### src/rtl/skl_pkg.sv
// Shared types and constants for the sorted key list.
package skl_pkg;

  localparam int CAPACITY = 16;
  localparam int KEY_W    = 32;
  localparam int IDX_W    = $clog2(CAPACITY);
  localparam int CNT_W    = $clog2(CAPACITY + 1);
  localparam int POS_W    = 4;
  localparam int COUNT_W  = 5;

  typedef logic signed [KEY_W-1:0] key_t;
  typedef logic [IDX_W-1:0]        idx_t;
  typedef logic [CNT_W-1:0]        cnt_t;

  typedef enum logic {
    KIND_INSERT = 1'b0,
    KIND_DELETE = 1'b1
  } kind_t;

  typedef enum logic [1:0] {
    ST_INSERTED  = 2'd0,
    ST_DELETED   = 2'd1,
    ST_NOT_FOUND = 2'd2,
    ST_FULL      = 2'd3
  } status_t;

  // Broadcast control from the sequencer to every cell.
  typedef struct packed {
    logic load;    // capture compare flags against the incoming key
    logic ins_en;  // apply insert shift this cycle
    logic del_en;  // apply delete shift this cycle
    logic is_del;  // operation held in the cells is a delete
  } cell_ctrl_t;

endpackage

### src/rtl/skl_if.sv
// Valid/ready channel interfaces for operation input and result output.
interface skl_in_if;
  logic               valid;
  logic               ready;
  skl_pkg::kind_t     kind;
  skl_pkg::key_t      key;

  modport source (output valid, output kind, output key, input ready);
  modport sink   (input valid, input kind, input key, output ready);
endinterface

interface skl_out_if;
  logic                           valid;
  logic                           ready;
  skl_pkg::status_t               status;
  logic [skl_pkg::POS_W-1:0]      position;
  logic [skl_pkg::COUNT_W-1:0]    entry_count;

  modport source (output valid, output status, output position, output entry_count,
                  input ready);
  modport sink   (input valid, input status, input position, input entry_count,
                  output ready);
endinterface

### src/rtl/skl_cell.sv
// One list slot: holds a key, compares it with the incoming key, shifts left or right.
module skl_cell (
  input  logic                clk,
  input  skl_pkg::idx_t       idx,
  input  skl_pkg::cell_ctrl_t ctrl,
  input  skl_pkg::key_t       in_key,
  input  skl_pkg::key_t       ins_key,
  input  skl_pkg::cnt_t       count,
  input  skl_pkg::key_t       left_key,
  input  skl_pkg::key_t       right_key,
  input  logic                left_h,
  input  logic                left_d,
  output skl_pkg::key_t       key_o,
  output logic                h_o,
  output logic                d_o,
  output logic                bnd_o
);

  skl_pkg::key_t key_r;
  logic          gt_r;     // incoming key greater than this entry
  logic          eq_r;
  logic          valid_r;  // slot holds a live key
  logic          here;

  always_ff @(posedge clk) begin
    if (ctrl.load) begin
      gt_r    <= in_key > key_r;
      eq_r    <= in_key == key_r;
      valid_r <= skl_pkg::cnt_t'(idx) < count;
    end
  end

  // Insert point: front slot takes the key when the list is empty or its key is
  // larger; later slots take it at the first entry not below it.
  always_comb begin
    if (idx == '0) begin
      here = !valid_r || (!gt_r && !eq_r);
    end else begin
      here = !valid_r || !gt_r;
    end
  end

  assign h_o   = left_h | here;
  assign d_o   = left_d | (valid_r & eq_r);
  assign bnd_o = ctrl.is_del ? (d_o & !left_d) : (h_o & !left_h);
  assign key_o = key_r;

  always_ff @(posedge clk) begin
    if (ctrl.ins_en && h_o) begin
      key_r <= left_h ? left_key : ins_key;
    end else if (ctrl.del_en && d_o) begin
      key_r <= right_key;
    end
  end

endmodule

### src/rtl/sorted_key_list_insert_delete.sv
// Bounded ascending key list built from a row of compare-and-shift cells.
// The input beat loads the cell compare flags; S_EXEC applies the shift and registers the result.
// The cells hold one operation at a time; no new input is taken while in S_EXEC.
// Input is taken while a finished result waits only if that result leaves the same cycle.
// Reset: synchronous active-low rst_n empties the list and drops any pending result;
// no clearing pass, slots beyond the count are never read.
module sorted_key_list_insert_delete (
  input  logic       clk,
  input  logic       rst_n,
  skl_in_if.sink     in_ch,
  skl_out_if.source  out_ch
);

  typedef enum logic {
    S_IDLE,
    S_EXEC
  } state_t;

  state_t                  state_r;
  skl_pkg::kind_t          kind_r;
  skl_pkg::key_t           key_r;
  skl_pkg::cnt_t           count_r;
  logic                    out_valid_r;
  skl_pkg::status_t        status_r;
  logic [skl_pkg::POS_W-1:0]   pos_r;
  logic [skl_pkg::COUNT_W-1:0] entry_cnt_r;

  skl_pkg::cell_ctrl_t     ctrl;
  skl_pkg::key_t           cell_key [skl_pkg::CAPACITY];
  logic [skl_pkg::CAPACITY-1:0] h_vec;
  logic [skl_pkg::CAPACITY-1:0] d_vec;
  logic [skl_pkg::CAPACITY-1:0] bnd_vec;
  logic                    accept;
  logic                    full;
  logic                    found;
  skl_pkg::idx_t           bnd_idx;
  skl_pkg::status_t        status_nxt;
  skl_pkg::cnt_t           count_nxt;
  skl_pkg::idx_t           pos_nxt;

  assign in_ch.ready = (state_r == S_IDLE) && (!out_valid_r || out_ch.ready);
  assign accept      = in_ch.valid && in_ch.ready;
  assign full        = count_r == skl_pkg::cnt_t'(skl_pkg::CAPACITY);
  assign found       = d_vec[skl_pkg::CAPACITY-1];

  always_comb begin
    ctrl.load   = accept;
    ctrl.is_del = kind_r == skl_pkg::KIND_DELETE;
    ctrl.ins_en = (state_r == S_EXEC) && (kind_r == skl_pkg::KIND_INSERT) && !full;
    ctrl.del_en = (state_r == S_EXEC) && (kind_r == skl_pkg::KIND_DELETE) && found;
  end

  for (genvar i = 0; i < skl_pkg::CAPACITY; i++) begin : g_cell
    skl_cell u_cell (
      .clk       (clk),
      .idx       (skl_pkg::idx_t'(i)),
      .ctrl      (ctrl),
      .in_key    (in_ch.key),
      .ins_key   (key_r),
      .count     (count_r),
      .left_key  ((i == 0) ? key_r : cell_key[(i == 0) ? 0 : i-1]),
      .right_key ((i == skl_pkg::CAPACITY-1) ? cell_key[i]
                                             : cell_key[(i == skl_pkg::CAPACITY-1) ? i : i+1]),
      .left_h    ((i == 0) ? 1'b0 : h_vec[(i == 0) ? 0 : i-1]),
      .left_d    ((i == 0) ? 1'b0 : d_vec[(i == 0) ? 0 : i-1]),
      .key_o     (cell_key[i]),
      .h_o       (h_vec[i]),
      .d_o       (d_vec[i]),
      .bnd_o     (bnd_vec[i])
    );
  end

  // Exactly one boundary cell at most; OR its index out.
  always_comb begin
    bnd_idx = '0;
    for (int i = 0; i < skl_pkg::CAPACITY; i++) begin
      if (bnd_vec[i]) begin
        bnd_idx = bnd_idx | skl_pkg::idx_t'(i);
      end
    end
  end

  always_comb begin
    count_nxt = count_r;
    pos_nxt   = '0;
    if (kind_r == skl_pkg::KIND_INSERT) begin
      if (full) begin
        status_nxt = skl_pkg::ST_FULL;
      end else begin
        status_nxt = skl_pkg::ST_INSERTED;
        pos_nxt    = bnd_idx;
        count_nxt  = count_r + skl_pkg::cnt_t'(1);
      end
    end else begin
      if (found) begin
        status_nxt = skl_pkg::ST_DELETED;
        pos_nxt    = bnd_idx;
        count_nxt  = count_r - skl_pkg::cnt_t'(1);
      end else begin
        status_nxt = skl_pkg::ST_NOT_FOUND;
      end
    end
  end

  always_ff @(posedge clk) begin
    if (!rst_n) begin
      state_r     <= S_IDLE;
      count_r     <= '0;
      out_valid_r <= 1'b0;
    end else begin
      if (out_valid_r && out_ch.ready) begin
        out_valid_r <= 1'b0;
      end
      unique case (state_r)
        S_IDLE: begin
          if (accept) begin
            state_r <= S_EXEC;
          end
        end
        S_EXEC: begin
          state_r     <= S_IDLE;
          count_r     <= count_nxt;
          out_valid_r <= 1'b1;
        end
        default: state_r <= S_IDLE;
      endcase
    end
  end

  always_ff @(posedge clk) begin
    if (accept) begin
      kind_r <= in_ch.kind;
      key_r  <= in_ch.key;
    end
    if (state_r == S_EXEC) begin
      status_r    <= status_nxt;
      pos_r       <= skl_pkg::POS_W'(pos_nxt);
      entry_cnt_r <= skl_pkg::COUNT_W'(count_nxt);
    end
  end

  assign out_ch.valid       = out_valid_r;
  assign out_ch.status      = status_r;
  assign out_ch.position    = pos_r;
  assign out_ch.entry_count = entry_cnt_r;

endmodule
### src/flat_wrapper.sv
// flat-port wrapper written by rule: the top's interface ports become plain ports
module sorted_key_list_insert_delete_flat 
  (clk, rst_n, in_ch_valid, in_ch_kind, in_ch_key, in_ch_ready, out_ch_valid, out_ch_status, out_ch_position, out_ch_entry_count, out_ch_ready);
  skl_in_if in_ch_i ();
  skl_out_if out_ch_i ();
  input  logic clk;
  input  logic rst_n;
  input wire logic [$bits(in_ch_i.valid)-1:0] in_ch_valid;
  input wire logic [$bits(in_ch_i.kind)-1:0] in_ch_kind;
  input wire logic [$bits(in_ch_i.key)-1:0] in_ch_key;
  output wire logic [$bits(in_ch_i.ready)-1:0] in_ch_ready;
  output wire logic [$bits(out_ch_i.valid)-1:0] out_ch_valid;
  output wire logic [$bits(out_ch_i.status)-1:0] out_ch_status;
  output wire logic [$bits(out_ch_i.position)-1:0] out_ch_position;
  output wire logic [$bits(out_ch_i.entry_count)-1:0] out_ch_entry_count;
  input wire logic [$bits(out_ch_i.ready)-1:0] out_ch_ready;
  assign in_ch_i.valid = in_ch_valid;
  assign in_ch_i.kind = in_ch_kind;
  assign in_ch_i.key = in_ch_key;
  assign in_ch_ready = in_ch_i.ready;
  assign out_ch_valid = out_ch_i.valid;
  assign out_ch_status = out_ch_i.status;
  assign out_ch_position = out_ch_i.position;
  assign out_ch_entry_count = out_ch_i.entry_count;
  assign out_ch_i.ready = out_ch_ready;
  sorted_key_list_insert_delete u_core (.clk(clk), .rst_n(rst_n), .in_ch(in_ch_i), .out_ch(out_ch_i));
endmodule
### config.mk
export PLATFORM = sky130hd
export DESIGN_NAME = sorted_key_list_insert_delete_flat
export DESIGN_NICKNAME = d
export VERILOG_FILES = /design/src/rtl/skl_pkg.sv /design/src/rtl/skl_if.sv /design/src/rtl/skl_cell.sv /design/src/rtl/sorted_key_list_insert_delete.sv /design/src/flat_wrapper.sv
export SDC_FILE = /design/constraint.sdc
export NUM_CORES = 2
export LEC_CHECK = 0
export ABC_CLOCK_PERIOD_IN_PS = 14400
export BUFFER_PORTS_ARGS = -buffer_cell sky130_fd_sc_hd__buf_2
export CAP_MARGIN = 25
export CORE_ASPECT_RATIO = 0.8
export CORE_MARGIN = 3
export CORE_UTILIZATION = 30
export CTS_CLUSTER_DIAMETER = 60
export DETAILED_ROUTE_END_ITERATION = 8
export PLACE_DENSITY = 0.47
export RECOVER_POWER = 100
export SLEW_MARGIN = 20
export SYNTH_ARGS = -nofsm -noshare
export SYNTH_HDL_FRONTEND = slang
export SYNTH_HIERARCHICAL = 1
export SYNTH_SLANG_ARGS = --single-unit
### constraint.sdc
create_clock -name clk -period 14.4 [get_ports clk]
set_input_delay 2.16 -clock clk [delete_from_list [all_inputs] [get_ports clk]]
set_output_delay 2.16 -clock clk [all_outputs]
set_load 0.02 [all_outputs]
==> impl_metrics.toml <==
[min_path]
hold_path_startpoint = "u_core/out_ch.valid$_SDFFE_PN0P_"
whs_path_depth = 2
hold_class = "reg2reg"
hold_end = "u_core/out_ch.valid$_SDFFE_PN0P_"

[critical_path]
worst-path-max-fanout = 65
cpMostUsedCell = "or2_2"
reg2reg_depth = 31
cp.required_ps = 14740
cp_slowest_cell = "clkbuf_1"
critPathLaunchType = "flip-flop"
slowest_delay_ps = 1740
r2r_setup_slack_ps = 2230
crit_type = "reg2reg"
timing.rr.end = "u_core/g_cell[14].u_cell/key_o[13]$_DFFE_PP_"
cp.arrival_ps = 12510
timing.rr.start = "u_core/g_cell[0].u_cell/eq_r$_DFFE_PP_"
cp-end-kind = "flip-flop"

[drt]
drc_errors = 0
drt-total-wl_mm = 130
ant_nets = 0
vias_per_cell = 4.94
first_pass_iters = 5
num_vias = 33400
drt_iter0_drc = 2256
post_drt_wl_per_cell_um = 19.2

[clock_tree]
cts_buffers = 79
post_cts_buffers = 0
insertion_delay_ps = 660
clockRootBuffer = "clkbuf_16"
cts_tree = "yes"
cts_hold_buf = 0
clk_pin_slew_ps = 60
cts_resized = 0
clock_sinks = 611
clock_path_buffers = 3
cts_max_level = 3

[timing]
tns_ps = 0
finalMaxSlewViolations = 1511
rsz0062_at_grt = "no"
setup_viol = 0
fin_crit_ps = 12170
timing.final.ws_setup_ps = 2230
fmax_ghz = 0.0822
worst_slew_pin_slew_ps = 3620
fin_crit_sh_pct = 84.5
worst_clock_skew_ps = 31.8
hold_violations = 0
slew_headroom_pct = -141

[layout]
drive_gt1_share_pct = 4.41
stdcell_count = 6772
fin_nets = 5322
fill_cells = 15400
area_growth_pct = 11.6

[die]
die_area_mm2 = 0.154
dieWidth_um = 438
dieHeight_um = 351
fp-row-count = 126
start_util_pct = 30.3
coreArea_mm2 = 0.148
ios = 50

[synthesis]
yosys_warnings = 6
postSynthAreaPerCell_um2 = 9.74
syn_inst = 4594
synth_area_mm2 = 0.0447

[placed_design]
post-place-ws_ps = 2910
place_congestion = 0.784
dp_cells = 6626
dp_hpwl_mm = 98.9
io_buffers = 49

[status]
status = "complete, but fails checks"
violations = "capacitance limit, slew limit"

[grt]
grt_util_all_layers_pct = 16.6
grt_first_pass_wirelength_mm = 201
gr-total-overflow = 0
grt_max_degree = 66
antenna_found_initial = 1
grt_pass1_vias = 33300

[job]
maxCapViolCount = 32

[pwr]
power.density_mw_per_mm2 = 99.8
leakage_nw = 25.1
peakVddDrop_mv = 0.0718
report_power, final:
part	internal, mW	total (mW)	switching [mW]
clock	1.17	2.01	0.835
sequential	2.12	2.24	0.123
combinational	0.277	0.736	0.459
cells in the final DEF (no fill, tap or decap), drive strengths merged, types with 2 or more instances in the layout:
| cell type | n |
|---|---|
| dfxtp | 7 |
| or3b | 2 |
| nand2 | 677 |
| a221oi | 48 |
| nor3 | 5 |
| xor2 | 3 |
| and3 | 4 |
| mux2i | 514 |
| a31oi | 21 |
| diode | 2 |
| and2 | 17 |
| buf | 24 |
| o211a | 17 |
| a221o | 16 |
| clkinv | 33 |
| clkbuf | 175 |
| nor2 | 67 |
| a22o | 15 |
| nor4 | 35 |
| nand3 | 34 |
| edfxtp | 604 |
| nand2b | 66 |
| conb | 130 |
| o21ai | 628 |
| xnor2 | 2 |
| a21o | 112 |
| or2 | 32 |
| inv | 585 |
| nor2b | 19 |
| and4 | 17 |
| bufinv | 6 |
| ha | 562 |
| nand4 | 97 |
| a21oi | 165 |
| clkinvlp | 4 |
| or3 | 33 |
critical path, delay by kind of cell, from the launching register on:
kind / cells / cell delay, ps
AO/OA/AOI/OAI: 2 / 350
buffers and inverters: 13 / 5380
flip-flops: 1 / 350
AND/OR/NAND/NOR: 16 / 5680
state kept, by name, indices dropped and copies added (netlist names):
| signal | count |
|---|---|
| u_core/out_ch.entry_count | 5 |
| u_core/g_cell.u_cell/gt_r | 16 |
| u_core/out_ch.status | 2 |
| u_core/key_r | 32 |
| u_core/state_r | 1 |
| u_core/out_ch.position | 4 |
| u_core/out_ch.valid | 1 |
| u_core/g_cell.u_cell/key_o | 512 |
| u_core/kind_r | 1 |
| u_core/g_cell.u_cell/valid_r | 16 |
| u_core/count_r | 5 |
| u_core/g_cell.u_cell/eq_r | 16 |
area by class of cell:
class                      count  area (µm²)  share of cell area [%]
tap                         1984        2480                    4.97
clock buffer                  99        2160                    4.32
inverter                     583        2190                    4.38
sequential                   611       18300                    36.6
multi-input combinational   3348       23900                    48.0
timing repair buffer         100         469                   0.940
clock inverter                45         403                   0.807
antenna                        2        5.00                  0.0100
through the flow:
step | total power, mW | hold slack [ps] | util, % | instance area (µm²)
after global routing | 5.25 | 611 | 33.8 | 49900
after detailed placement | 3.02 | 533 | 32.3 | 47700
after floorplan | 2.74 | 545 | - | 45200
final | 4.98 | 551 | 33.8 | 49900
after global placement | 3.00 | 532 | 32.3 | 47700
after CTS | 5.06 | 551 | 34.0 | 50300
metal layers:
layer  track usage (%)  vias up  share of wire (%)
li1                  -    16600                  -
met1              24.5    16200                 51
met2              25.8      519                 43
met3              2.49      128                4.2
met4              3.01        0                1.6
met5                 0        -                  0
how the worst max path moves through the flow:
| stage | startpoint | to | slack (ps) | depth (start not counted) |
|---|---|---|---|---|
| 2_1_floorplan | u_core/g_cell[0].u_cell/eq_r$_DFFE_PP_ | u_core/g_cell[15].u_cell/key_o[0]$_DFFE_PP_ | 970 | 50 |
| 3_3_place_gp | u_core/g_cell[0].u_cell/eq_r$_DFFE_PP_ | u_core/g_cell[15].u_cell/key_o[10]$_DFFE_PP_ | 2520 | 33 |
| 3_5_place_dp | u_core/g_cell[0].u_cell/eq_r$_DFFE_PP_ | u_core/g_cell[15].u_cell/key_o[10]$_DFFE_PP_ | 2910 | 33 |
| 4_1_cts | u_core/g_cell[0].u_cell/eq_r$_DFFE_PP_ | u_core/g_cell[15].u_cell/key_o[14]$_DFFE_PP_ | 2910 | 33 |
| 5_1_grt | u_core/g_cell[0].u_cell/eq_r$_DFFE_PP_ | u_core/g_cell[14].u_cell/key_o[13]$_DFFE_PP_ | 1150 | 31 |
| 6_report | u_core/g_cell[0].u_cell/eq_r$_DFFE_PP_ | u_core/g_cell[14].u_cell/key_o[13]$_DFFE_PP_ | 2230 | 31 |
Power figures use the tool's default switching activity.
